<file path="src/design/crm_pkg.sv">
// ----------------------------------------------------------------------------
// crm_pkg: shared constants for the circular reveal mask
// Word geometry, register indexes and register reset values.
// ----------------------------------------------------------------------------
package crm_pkg;

    localparam int WORD_BITS   = 32;
    localparam int WORD_IDX_W  = $clog2(WORD_BITS);
    localparam int THR_W       = 31;

    localparam int DEF_DISP_WIDTH  = 128;
    localparam int DEF_DISP_HEIGHT = 64;

    localparam int CX_W  = 8;
    localparam int CY_W  = 7;
    localparam int CFG_INDEX_W = 2;

    localparam logic [THR_W-1:0] FULL_REVEAL = 31'h7fff_ffff;

    // configuration register indexes
    localparam logic [CFG_INDEX_W-1:0] CFG_THRESHOLD = 2'd0;
    localparam logic [CFG_INDEX_W-1:0] CFG_CENTER_X  = 2'd1;
    localparam logic [CFG_INDEX_W-1:0] CFG_CENTER_Y  = 2'd2;

    localparam logic [31:0]     THRESHOLD_RST = 32'hffff_ffff;
    localparam logic [CX_W-1:0] CENTER_X_RST  = 8'd64;
    localparam logic [CY_W-1:0] CENTER_Y_RST  = 7'd32;

endpackage

</file>
<file path="src/design/crm_lane.sv">
// ----------------------------------------------------------------------------
// crm_lane: one pixel lane of the reveal mask
// Squares the horizontal distance of its pixel to the centre, registers it,
// then adds the vertical term and compares against the threshold.
// ----------------------------------------------------------------------------
module crm_lane
    import crm_pkg::*;
#(
    parameter int LANE  = 0,
    parameter int COL_W = 2,
    parameter int DX_W  = 9,
    parameter int DY2_W = 15,
    parameter int SUM_W = 18,
    parameter int CMP_W = 31
)
(
    input  logic              clk,
    input  logic              load,
    input  logic [COL_W-1:0]  col,
    input  logic [CX_W-1:0]   center_x,
    input  logic [DY2_W-1:0]  dy2,
    input  logic [THR_W-1:0]  thr,
    output logic              hit
);

    localparam int SQ_W = 2 * DX_W - 1;
    localparam logic [WORD_IDX_W-1:0] LANE_OFS = WORD_IDX_W'(LANE);

    logic signed [DX_W-1:0]   x_pos;
    logic signed [DX_W-1:0]   cx_pos;
    logic signed [DX_W-1:0]   dx;
    logic signed [2*DX_W-1:0] dx_prod;
    logic [SQ_W-1:0]          dx2_next;
    logic [SQ_W-1:0]          dx2_reg;
    logic [SUM_W-1:0]         dist2;

    assign x_pos    = signed'(DX_W'({col, LANE_OFS}));
    assign cx_pos   = signed'(DX_W'(center_x));
    assign dx       = x_pos - cx_pos;
    assign dx_prod  = dx * dx;
    assign dx2_next = dx_prod[SQ_W-1:0];

    always_ff @(posedge clk)
    begin
        if (load)
        begin
            dx2_reg <= dx2_next;
        end
    end

    assign dist2 = SUM_W'(dx2_reg) + SUM_W'(dy2);
    assign hit   = CMP_W'(dist2) < CMP_W'(thr);

endmodule

</file>
<file path="config.mk">
export PLATFORM = sky130hd
export DESIGN_NAME = crm_lane
export DESIGN_NICKNAME = d
export VERILOG_FILES = /design/src/design/crm_pkg.sv /design/src/design/crm_lane.sv
export SDC_FILE = /design/constraint.sdc
export NUM_CORES = 1
export LEC_CHECK = 0
export ABC_AREA = 1
export BUFFER_PORTS_ARGS = -buffer_cell sky130_fd_sc_hd__clkbuf_2
export CORE_ASPECT_RATIO = 2
export CORE_MARGIN = 2
export CORE_UTILIZATION = 55
export DETAILED_ROUTE_END_ITERATION = 7
export PLACE_DENSITY = 0.8
export SLEW_MARGIN = 20
export SYNTH_ARGS = -nofsm -noshare
export SYNTH_HDL_FRONTEND = slang
export SYNTH_SLANG_ARGS = --single-unit
</file>
<file path="constraint.sdc">
create_clock -name clk -period 5.6 [get_ports clk]
set_input_delay 0.28 -clock clk [delete_from_list [all_inputs] [get_ports clk]]
set_output_delay 0.28 -clock clk [all_outputs]
set_load 0.01 [all_outputs]
</file>
==> reports/metrics.cfg <==
[outcome]
outcome=completed

[setup_path]
cp_max_fo=7
start_kind=primary input
critPathSlowestCell=fa_1
worstSetupPathType=primary input to flip-flop
cp.arrival_ns=5.33
cp_num_buf_inv=6
crit_family=adder cells
crit_cells=26
required_ns=5.60
endpoint_kind=flip-flop
slowest_delay_ns=0.54

[cells_and_area]
largest_reg_flops=16
n_fill_cell=702
fin_nets=843
seqCellArea_um2=480
area_delta_synth_final_pct=12.6
drive_gt1_share_pct=14.1
multi_input_area_um2=3500
diodes=0

[die]
die_w_um=68.1
std_cell_rows=46
fp.dieArea_um2=9000
start_util_pct=56.9
io_pins=59
core_um2=7940
die_h_um=132

[grt]
grt_max_degree=17
globalRouteMet2Util_pct=49.4
grt_most_used_layer=met2
grt_remaining_overflow=0
grt_antenna_before_repair=0
gr-usage-met1_pct=18.9
grt_pass1_vias=4238
grt_use_met3_pct=1.62
grt_pass1_wl_mm=16.5
grt_usage_pct=23.5

[timing]
setup_viol=0
whs_ns=0.360
period_share_pct=95.2
fmax_mhz=188
timing.setup.tns_ns=0
fin_crit_ns=5.33
worst_pin_slew_ns=0.404
hold_violations=0
slew_viol_final=0
slew_headroom_pct=73.1
rsz0062_at_grt=no

[placement]
routabilityCongestion=0.939
dp_hpwl_mm=8.91
port_buffers=58

[routing]
drc=0
wl_per_cell_um=13.0
routed_wl_mm=9.80
vias=3956
vias_per_cell=5.24
postRouteAntennaNets=0
drt-pass1-iter-count=6
drtIter0Drc=89

[clocking]
numCtsBuffers=3
clk_pin_slew_ns=0.05
cts_tree=yes
ctsRootBufferMaster=clkbuf_16
clockBufferDepth=2
cts.sinks=16
ctsHoldBuffers=0
cts_setup_buffers=0
h-tree-depth=1
cts-resized-gates=0

[synth]
yosysSeqAreaShare_pct=10.6
synthFlopType=edfxtp_1
synth-seq-cells=16
yosysWarnings=0
yosys.cell_types.count=34
synth_top_area_cell=fa_1
synth_area_um2=4520
synth_top_area_share_pct=24.4
synthCells=588
synth_edf_count=16
synth-async-reset-ratio_pct=0
synthTopCellsByCount=inv_1, nand2_1, ha_1, nor2_1, fa_1
syn-num-nets=771
synth.most_common_cell=inv_1
syn_avg_cell_area_um2=7.69
synth_area_leaders=fa_1, ha_1, inv_1

[min_path]
hp-class=primary input to flip-flop
hold_depth=2

[flow_run]
cap_violations=0

==> cells in the final DEF, fill, tap and decap left out, types with 3 or more instances in the layout <==
master,instances
o21ai_0,14
xor2_1,18
nand4_1,4
xnor2_1,7
inv_1,141
nor3_1,5
nand3_1,25
buf_4,10
nand2_2,6
nand2_1,106
fa_1,55
a21o_1,4
inv_2,5
clkbuf_2,58
a21oi_1,30
ha_1,70
nor2_1,54
nand2_4,3
edfxtp_1,16
clkbuf_16,3
==> layout make-up <==
cell class / count / area share, %
clock buffers: 3 / 1.48
flip-flops and latches: 16 / 9.44
well taps: 96 / 2.36
inverters: 146 / 10.8
clock inverters: 1 / 0.0738
repair buffers: 68 / 7.18
multi-input cells: 425 / 68.7
==> metrics by stage <==
step	area [µm²]	util (%)	cells	setup slack, ns
6_report	5090	64.1	755	0.270
3_3_place_gp	5000	62.9	751	0.142
2_1_floorplan	4520	-	588	0.147
5_1_grt	5090	64.1	755	0.00660
4_1_cts	5080	63.9	755	0.286
3_5_place_dp	5000	62.9	751	0.0209
==> per-layer routing <==
metal  up-vias  part of all wire (%)
met3        32                   3.0
li1       1973                     -
met1      1858                    32
met5         -                     0
met4         0                   4.3
met2        93                    61
==> path summary, 6_finish.rpt <==
kind	from	endpoint
max	center_x[1]	dx2_reg[13]
min	center_x[1]	dx2_reg[2]
==> cell families after synthesis <==
kind of cell | after synthesis | share of synthesized area [%]
xor+xnor | 26 | 5.20
flops | 16 | 10.6
simple gates | 215 | 20.8
fa+ha+maj | 125 | 43.7
buf+inv | 147 | 12.2
compound gates | 59 | 7.34
Power is left out: the tool's default activity adds up to more than one toggle a clock period on the data nets, which glitch-free logic cannot reach.
