`src/design/crm_pkg.sv`:
```
// ----------------------------------------------------------------------------
// crm_pkg: shared constants for the circular reveal mask
// Word geometry, register indexes and register reset values.
// ----------------------------------------------------------------------------
package crm_pkg;

    localparam int WORD_BITS   = 32;
    localparam int WORD_IDX_W  = $clog2(WORD_BITS);
    localparam int THR_W       = 31;

    localparam int DEF_DISP_WIDTH  = 128;
    localparam int DEF_DISP_HEIGHT = 64;

    localparam int CX_W  = 8;
    localparam int CY_W  = 7;
    localparam int CFG_INDEX_W = 2;

    localparam logic [THR_W-1:0] FULL_REVEAL = 31'h7fff_ffff;

    // configuration register indexes
    localparam logic [CFG_INDEX_W-1:0] CFG_THRESHOLD = 2'd0;
    localparam logic [CFG_INDEX_W-1:0] CFG_CENTER_X  = 2'd1;
    localparam logic [CFG_INDEX_W-1:0] CFG_CENTER_Y  = 2'd2;

    localparam logic [31:0]     THRESHOLD_RST = 32'hffff_ffff;
    localparam logic [CX_W-1:0] CENTER_X_RST  = 8'd64;
    localparam logic [CY_W-1:0] CENTER_Y_RST  = 7'd32;

endpackage

```
`src/design/crm_merge.sv`:
```
// ----------------------------------------------------------------------------
// crm_merge: lane merge and output register
// Gathers the lane hits into a mask, ANDs it with the source word and holds
// the result beat until the receiver takes it.
// ----------------------------------------------------------------------------
module crm_merge
    import crm_pkg::*;
(
    input  logic                 clk,
    input  logic                 rst_n,
    input  logic                 in_valid,
    output logic                 in_ready,
    input  logic [WORD_BITS-1:0] hits,
    input  logic [WORD_BITS-1:0] word,
    input  logic                 last,
    output logic                 m_tvalid,
    input  logic                 m_tready,
    output logic [WORD_BITS-1:0] m_tdata,   // pixel_word[31:0]
    output logic                 m_tlast    // frame_last
);

    logic                 valid_reg;
    logic [WORD_BITS-1:0] data_reg;
    logic [WORD_BITS-1:0] data_next;
    logic                 last_reg;
    logic [WORD_BITS-1:0] mask;

    // lane k is pixel k from the left, which sits at bit WORD_BITS-1-k
    always_comb
    begin
        for (int k = 0; k < WORD_BITS; k++)
        begin
            mask[WORD_BITS-1-k] = hits[k];
        end
    end

    assign data_next = mask & word;
    assign in_ready  = !valid_reg || m_tready;

    always_ff @(posedge clk or negedge rst_n)
    begin
        if (!rst_n)
        begin
            valid_reg <= 1'b0;
        end
        else if (in_ready)
        begin
            valid_reg <= in_valid;
        end
    end

    always_ff @(posedge clk)
    begin
        if (in_ready && in_valid)
        begin
            data_reg <= data_next;
            last_reg <= last;
        end
    end

    assign m_tvalid = valid_reg;
    assign m_tdata  = data_reg;
    assign m_tlast  = last_reg;

endmodule

```
`config.mk`:
```
export PLATFORM = sky130hd
export DESIGN_NAME = crm_merge
export DESIGN_NICKNAME = d
export VERILOG_FILES = /design/src/design/crm_pkg.sv /design/src/design/crm_merge.sv
export SDC_FILE = /design/constraint.sdc
export NUM_CORES = 1
export LEC_CHECK = 0
export BUFFER_PORTS_ARGS = -buffer_cell sky130_fd_sc_hd__buf_4
export CORE_MARGIN = 4
export CORE_UTILIZATION = 37
export CTS_CLUSTER_SIZE = 16
export DETAILED_ROUTE_END_ITERATION = 7
export GPL_TIMING_DRIVEN = 0
export PLACE_DENSITY = 0.78
export REMOVE_ABC_BUFFERS = 1
export SLEW_MARGIN = 20
export SYNTH_ARGS = -nofsm -noshare
export SYNTH_HDL_FRONTEND = slang
export SYNTH_SLANG_ARGS = --single-unit
```
`constraint.sdc`:
```
create_clock -name clk -period 1.5 [get_ports clk]
set_clock_uncertainty 0.05 [all_clocks]
set_input_delay 0.15 -clock clk [delete_from_list [all_inputs] [get_ports clk]]
set_output_delay 0.15 -clock clk [all_outputs]
set_load 0.03 [all_outputs]
```
==> run summary, run 1 <==
The row count was 20. In this run the count of I/O pins placed on the die edge is 104. At the pin with the least slew margin, the transition time is 0.4281 ns. The startpoint identified for the worst hold timing path is word[27].

After detailed routing, the number of vias per cell comes to 4.319. The placed wire-length estimate came out at 2694 µm. The leakage power summed over all cells is 0.9763 nW. Cell family with the largest share of critical-path delay: simple AND/OR/NAND/NOR gates.

Yosys mapped a number of flops with a built-in enable equal to 33. The cell count after synthesis came out at 69. The deepest clock path buffer count was 2. The endpoint arrival time on the critical path was 1.27 ns; the post-CTS setup-driven buffer insertion count was 0. The floorplan core area came out at 0.003128 mm². The run gives 229.0 µm² as the area of combinational cells with multiple inputs.

The count of buffers added on input and output ports is 103. Static timing analysis puts the maximum clock frequency at 750.2 MHz. The later pin in the worst-skew pair is clocked with a latency of 0.33 ns.

The overall routing resource usage came out at 16.04%. In this run, flip-flops and latches consume 56.7% of the power. The tools report the sink count of the clock tree as 34. Vertical extent of the die: 66.01 µm. The flow ran to the end, and the final reports show no timing, DRC or antenna violations.

The number of antenna diodes in the final layout is 0. IR analysis of the VDD net gives a maximum drop of 0.4792 mV. In this run the worst setup path begins at m_tvalid.

The critical path's largest stage delay works out to 0.42 ns. At the worst endpoint, the required time is 1.44 ns. The number of nets with antenna violations after detailed routing is 0.

The logs give 251 for the layout net count and 68.76% for the final core area utilization. For this configuration, the core starts out at a cell density of 39.80%. The flip-flop and latch count after synthesis came out at 34. The first routing iteration left 35 violations. Setup repair after global routing left no endpoint under its margin. The logs give 23.3% for the clock power share and 0 for the total of max-cap violations. The area share of the largest cell type after synthesis is 79.60%. Setup TNS: 0 ns.

Setup violations remaining at the end of the flow were counted as 0. TritonCTS built the clock tree. The nature of the critical path endpoint was a flip-flop. The maximum level of the CTS H-tree came out at 2.

Counting both buffers and inverters, the worst setup path holds a total of 0. The tools report the count of unique library cells instantiated by Yosys as 6. The global-route wire length before repair was 4961 µm. Source of the worst register-to-register timing path: m_tvalid. sky130_fd_sc_hd__edfxtp_1 is the most common cell in the netlist. Dividing the detail-routed wire length by the instance count gives 14.83 µm. Summed over all nets, the switching power comes to 498.4 µW. The area occupied by registers was 0.001016 mm²; the post-synthesis to final-layout area growth was 72.76%. For the number of antenna violations at the first check in global routing, the log shows 0. The path class of the tightest hold or removal check is input pin to flip-flop. In the final layout, the share of cells above drive strength 1 is 61.54%. For the via count of the first global-routing pass, the log shows 1027.

The total overflow left after global routing is 0. The first TritonRoute pass finished after 4 iterations. After synthesis, the cell types taking the most area are sky130_fd_sc_hd__edfxtp_1 (80%), sky130_fd_sc_hd__and2_1 (16%), sky130_fd_sc_hd__dfrtp_1 (2.0%), sky130_fd_sc_hd__nand2b_4 (1.1%), sky130_fd_sc_hd__and2_4 (0.70%). The total standard cell area after synthesis came out at 0.001245 mm². Net switching is 25.17% of the power. In this run the clock root is driven by a sky130_fd_sc_hd__clkbuf_4. The final critical path takes up 88.86% of the cycle.

For this run, design rule violations remaining after detail routing come to 0. The tools report the number of hold violations in the final report as 0. For this design the ratio of total power to cell area is 920.8 mW/mm².

The critical path goes through nand2b_4, and2_4. The layout has 235 filler cells. For this design, the slowest cell found on the critical path is sky130_fd_sc_hd__dfrtp_1. After synthesis, the share of flip-flops with an asynchronous set or reset is 2.941%. The post-layout minimum cycle time is 1.333 ns, and the clock slew seen by the registers of the worst setup and hold paths is 0.10 ns. After synthesis, flip-flops and latches occupy 81.61% of the total area.

In this run the horizontal extent of the chip is 66.01 µm. Combinational logic burns 20.0% of the power. In the synthesized netlist the dominant register cell turns out to be sky130_fd_sc_hd__edfxtp_1.

Internal power comes to 1.482 mW. Each instance of the synthesized netlist takes up on average 18.04 µm². Summed over all instances, the cell type with the most area after synthesis is sky130_fd_sc_hd__edfxtp_1. For this block, the routed nets add up to 3351 µm of wire.

Measured against its own limit, the worst slew margin works out to 71.46%. The worst setup path is launched from a flip-flop. The logs give 5 for the CTS buffer count and 0 for the number of pins exceeding their max-slew limit in the final report. Sorting the synthesized cells by how often they occur yields sky130_fd_sc_hd__edfxtp_1 (33), sky130_fd_sc_hd__and2_1 (32). The die covers 0.004357 mm². For this block, the via count after detailed routing is 976.

For this run, the number of Yosys warnings is 0. Critical-path maximum fanout: 33. Critical path class: flip-flop to flip-flop. Routability-driven placement finished with a final weighted congestion of 0.6318. The maximum number of pins on one net before global-route repair came out at 34.
power groups by stage:
stage	combinational, mW	clock, mW	sequential, mW
final	0.396	0.461	1.12
after global routing	0.422	0.514	1.13
after CTS	0.400	0.478	1.12
after detailed placement	0.393	0	1.15
after global placement	0.385	0	1.14
after floorplan	0.0556	0	1.25
worst paths after layout:
path | endpoint | cells past startpoint | slack (ns)
setup / recovery | m_tdata[7] | 2 | 0.17
hold / removal | m_tdata[27] | 2 | 0.04
setup reg to reg | m_tdata[7] | 2 | 0.17
hold reg to reg | m_tvalid | 2 | 0.52
max in group asynchronous | m_tvalid | 2 | 1.23
min in group asynchronous | m_tvalid | 2 | 0.09
area by class of cell:
| class | instances | share of cell area (%) |
|---|---|---|
| flip-flops and latches | 34 | 47.24 |
| repair buffers | 106 | 37.35 |
| multi-input cells | 35 | 10.65 |
| well taps | 44 | 2.560 |
| clock buffers | 5 | 1.745 |
| clock inverters | 2 | 0.4654 |
metal layers:
layer	vias to the layer above	track usage, %	wire length (µm)
li1	467	-	-
met1	429	17.83	1266
met2	74	25.66	1521
met3	6	8.333	517
met4	0	6.853	46
met5	-	0	0
repair_timing:
action | 4_1_cts | 5_1_grt
resized for setup | 0 | 0
endpoints found under the hold margin | 3 | 0
hold buffers | 3 | 0
endpoints found under the setup margin | 0 | 0
logic make-up (layout without fill, tap and decap cells):
family / count (synthesis) / count (layout) / share of synthesized area (%)
buffers and inverters: 0 / 113 / 0
DFF: 34 / 34 / 81.61
and+or+nand+nor: 35 / 35 / 18.39
flip-flops by register name (all words and copies together), names as in the netlist:
register,count
m_tlast,1
m_tdata,32
m_tvalid,1
through the flow:
stage / total power [mW] / std cells / cell area (µm²) / hold WS, ns / setup slack, ns
detailed placement: 1.539 / 216 / 2073 / -0.1218 / 0.1586
floorplan: 1.310 / 69 / 1245 / -0.1956 / 0.06180
global route: 2.065 / 226 / 2151 / 0.01243 / 0.08704
finish: 1.980 / 226 / 2151 / 0.03541 / 0.1670
CTS: 2.003 / 226 / 2151 / 0.02181 / 0.1454
global placement: 1.528 / 216 / 2073 / -0.1241 / 0.2106
layout by cell type (no fill, tap or decap), drive strengths merged:
| cell type | n |
|---|---|
| buf | 103 |
| nand2b | 2 |
| dfrtp | 1 |
| and2 | 33 |
| clkinv | 2 |
| edfxtp | 33 |
| dlygate4sd3 | 3 |
| clkbuf | 5 |
(Power assumes the default switching activity.)
==> run 2: changes to the inputs <==
Settings changed: BUFFER_PORTS_ARGS -buffer_cell sky130_fd_sc_hd__buf_4 to -buffer_cell sky130_fd_sc_hd__buf_2.
==> run summary, run 2 (same netlist as run 1, synthesis figures left out) <==
For the via count of the first global-routing pass, the log shows 978 (-4.8%). The tools report the number of antenna violations at the first check in global routing as 0 (unchanged). The maximum number of pins on one net before global-route repair was 34 (unchanged). The logs give 0 ns (unchanged) for the setup TNS and 0.003128 mm² (unchanged) for the floorplan core area. In this run the clock root is driven by a sky130_fd_sc_hd__clkbuf_4.

The number of iterations in the first detailed-routing pass was 2 (-2); the cell depth of the worst setup path was 2 (unchanged). The post-CTS setup-driven buffer insertion count was 0 (unchanged). The final-layout worst hold slack is 0.05069 ns (+0.01527 ns).

The tools report the effective utilization at floorplan as 39.80% (unchanged). The run gives 2 (unchanged) as the deepest clock path buffer count. The tools report the row count as 20 (unchanged).

Setup repair after global routing left no endpoint under its margin. The number of hold violations in the final report is 0 (unchanged), and the number of buffer cells added on primary ports is 103 (unchanged). The run gives 0 (unchanged) as the number of gates resized after CTS.

The logs give 42 (+20%) for the initial DRC count and 0.31 ns (-0.02 ns) for the clock latency of the later-clocked register in the worst-skew pair. The number of nets with antenna violations after detailed routing came out at 0 (unchanged). The startpoint identified for the worst hold timing path is word[14]. The logic depth of the worst register-to-register path was 2 (unchanged); the max-slew headroom at the worst pin was 71.46% (about the same).

The routed via count divided by cell count was 4.292 (-0.61%). The run gives 1.23 ns (-0.04 ns) as the endpoint arrival time on the critical path. The worst setup path is captured at a flip-flop. Vertical extent of the die: 66.01 µm (unchanged). The share of final-layout standard cells stronger than drive strength 1 was 61.54% (unchanged); the number of pins exceeding their max-slew limit in the final report was 0 (unchanged). In this design, the largest share of critical-path delay is due to simple AND/OR/NAND/NOR gates. Launch point of the critical path: m_tvalid.

STA classifies the critical path startpoint as a flip-flop. The run gives 1.42 ns (-0.02 ns) as the data required time at the worst endpoint. Clock power share: 23.4% (about the same). The slew at the pin closest to its max-slew limit was 0.4281 ns (+0.00002515 ns); the mean routed wirelength per cell was 13.07 µm (-12%). Clock slew seen by the registers of the worst setup and hold paths: 0.09 ns (about the same). The minimum setup slack after placement came out at 0.1766 ns (+0.01801 ns). The number of buffers and inverters on the critical path works out to 0 (unchanged).

The standard cell area after detailed placement was 0.001815 mm² (-12%); the overall die area was 0.004357 mm² (unchanged). Leaving out fill and tap cells, the most frequent cell in the layout is sky130_fd_sc_hd__buf_2. For the leakage power summed over all cells, the log shows 0.8902 nW (-8.8%).

The power density over cell area was 989.2 mW/mm² (+7.4%). Number of top-level pins: 104 (unchanged). Compared with the post-synthesis result, the final layout area differs by 52.06%.

The horizontal die dimension works out to 66.01 µm (unchanged). The startpoint identified for the worst register-to-register timing path is m_tvalid. The min-delay analysis places its worst path in the category input pin to flip-flop. The remaining routing DRC violations is 0 (unchanged). The post-layout minimum cycle time is 1.308 ns (-0.02523 ns). The tools report the peak ir drop on the vdd network as 0.5314 mV (+11%). The fraction of the cycle the final worst path needs was 87.18% (-1.7 points).

The tools report the final non-filler cell area as 0.001893 mm² (-12%). The overall routing resource usage is 13.49% (-2.5 points). The critical path's largest stage delay was 0.42 ns (about the same); the worst setup slack after layout was 0.1923 ns (+0.02523 ns). The top cell types in the final layout, fill and taps aside, are sky130_fd_sc_hd__buf_2 (103), sky130_fd_sc_hd__edfxtp_1 (33), sky130_fd_sc_hd__and2_1 (32).

The internal power component was 1.403 mW (-5.3%). The critical path class is flip-flop to flip-flop. For the CTS buffer count, the log shows 5 (unchanged). For the maximum level of the CTS H-tree, the log shows 2 (unchanged). On the critical path, the stage with the largest delay is an instance of sky130_fd_sc_hd__and2_4. The run gives 0 (unchanged) as the total grt overflow. Placed wire-length estimate: 2377 µm (-12%). The end of the worst register-to-register path is m_tdata[11]. The sink count of the clock tree is 34 (unchanged). The total of max-cap violations is 0 (unchanged). The tools report the total detailed-routing wirelength as 2954 µm (-12%). The flow ran to the end, and the final reports show no timing, DRC or antenna violations.

The layout net count came out at 251 (unchanged). Share of total power in sequential cells: 59.7% (+3.0 points). The total vias in the final route was 970 (-0.61%); the power share of the combinational group was 16.8% (-3.2 points). The switching power total is 469.4 µW (-5.8%), and the achievable frequency is 764.7 MHz (+1.9%). The global-route wire length before repair was 4188 µm (-16%). The run gives 0.19 ns (+0.03 ns) as the setup slack of the most critical reg-to-reg path. The number of flip-flops in the largest register is 32 (unchanged). Walking the worst path, the cells encountered are nand2b_4, and2_4.

The final-report setup violation count is 0 (unchanged), and the critical-path maximum fanout is 33 (unchanged). TritonCTS built the clock tree. For the diode insertion count for antenna repair, the log shows 0 (unchanged).

In this run the worst setup path terminates at m_tdata[11]. The switching part of the total works out to 25.07% (-0.10 points). Global placer's final weighted congestion: 0.6541 (+3.5%).
## run 2: cell count changes in the layout (fill, tap and decap cells not counted)
| cell | change |
|---|---|
| sky130_fd_sc_hd__buf_4 | -103 |
| sky130_fd_sc_hd__buf_2 | +103 |
## run 2: routing by layer
layer  vias to the layer above  share of wire [%]  wire, µm  global-route usage (%)
met3                         4                 17       497                   8.163
li1                        470                  -         -                       -
met4                         0               0.98        29                   5.330
met5                         -                  0         0                       0
met1                       419                 35      1023                   12.49
met2                        77                 48      1404                   23.78
## run 2: power by group through the flow
stage                     logic (mW)  registers [mW]  clock network (mW)
after floorplan               0.0556            1.25                   0
after global placement         0.304            1.14                   0
after detailed placement       0.313            1.14                   0
after CTS                      0.320            1.12               0.466
after global routing           0.338            1.12               0.511
final                          0.315            1.12               0.439
## run 2: how the worst min path moves through the flow
stage | end | cells past startpoint | slack, ns
final | m_tdata[14] | 2 | 0.05
after global routing | m_tdata[22] | 2 | 0.02
after CTS | m_tdata[20] | 2 | 0.03
after detailed placement | m_tvalid | 1 | -0.12
after global placement | m_tvalid | 1 | -0.13
after floorplan | m_tvalid | 0 | -0.20
## run 2: timing repair
action | CTS | global route
hold buffers | 3 | 0
endpoints found under the setup margin | 0 | 0
endpoints found under the hold margin | 3 | 0
## run 2: through the flow
stage / power, mW / cells / utilization, %
6_report: 1.873 / 226 / 60.52
5_1_grt: 1.974 / 226 / 60.52
3_3_place_gp: 1.443 / 216 / 58.04
4_1_cts: 1.905 / 226 / 60.52
2_1_floorplan: 1.310 / 69 / -
3_5_place_dp: 1.454 / 216 / 58.04
## run 2: area by class of cell
type | count | area, µm²
clock buffer | 5 | 37.54
clock inverter | 2 | 10.01
fill | 259 | 1235
multi-input combinational | 35 | 229.0
sequential | 34 | 1016
tap | 44 | 55.05
timing repair buffer | 106 | 545.5
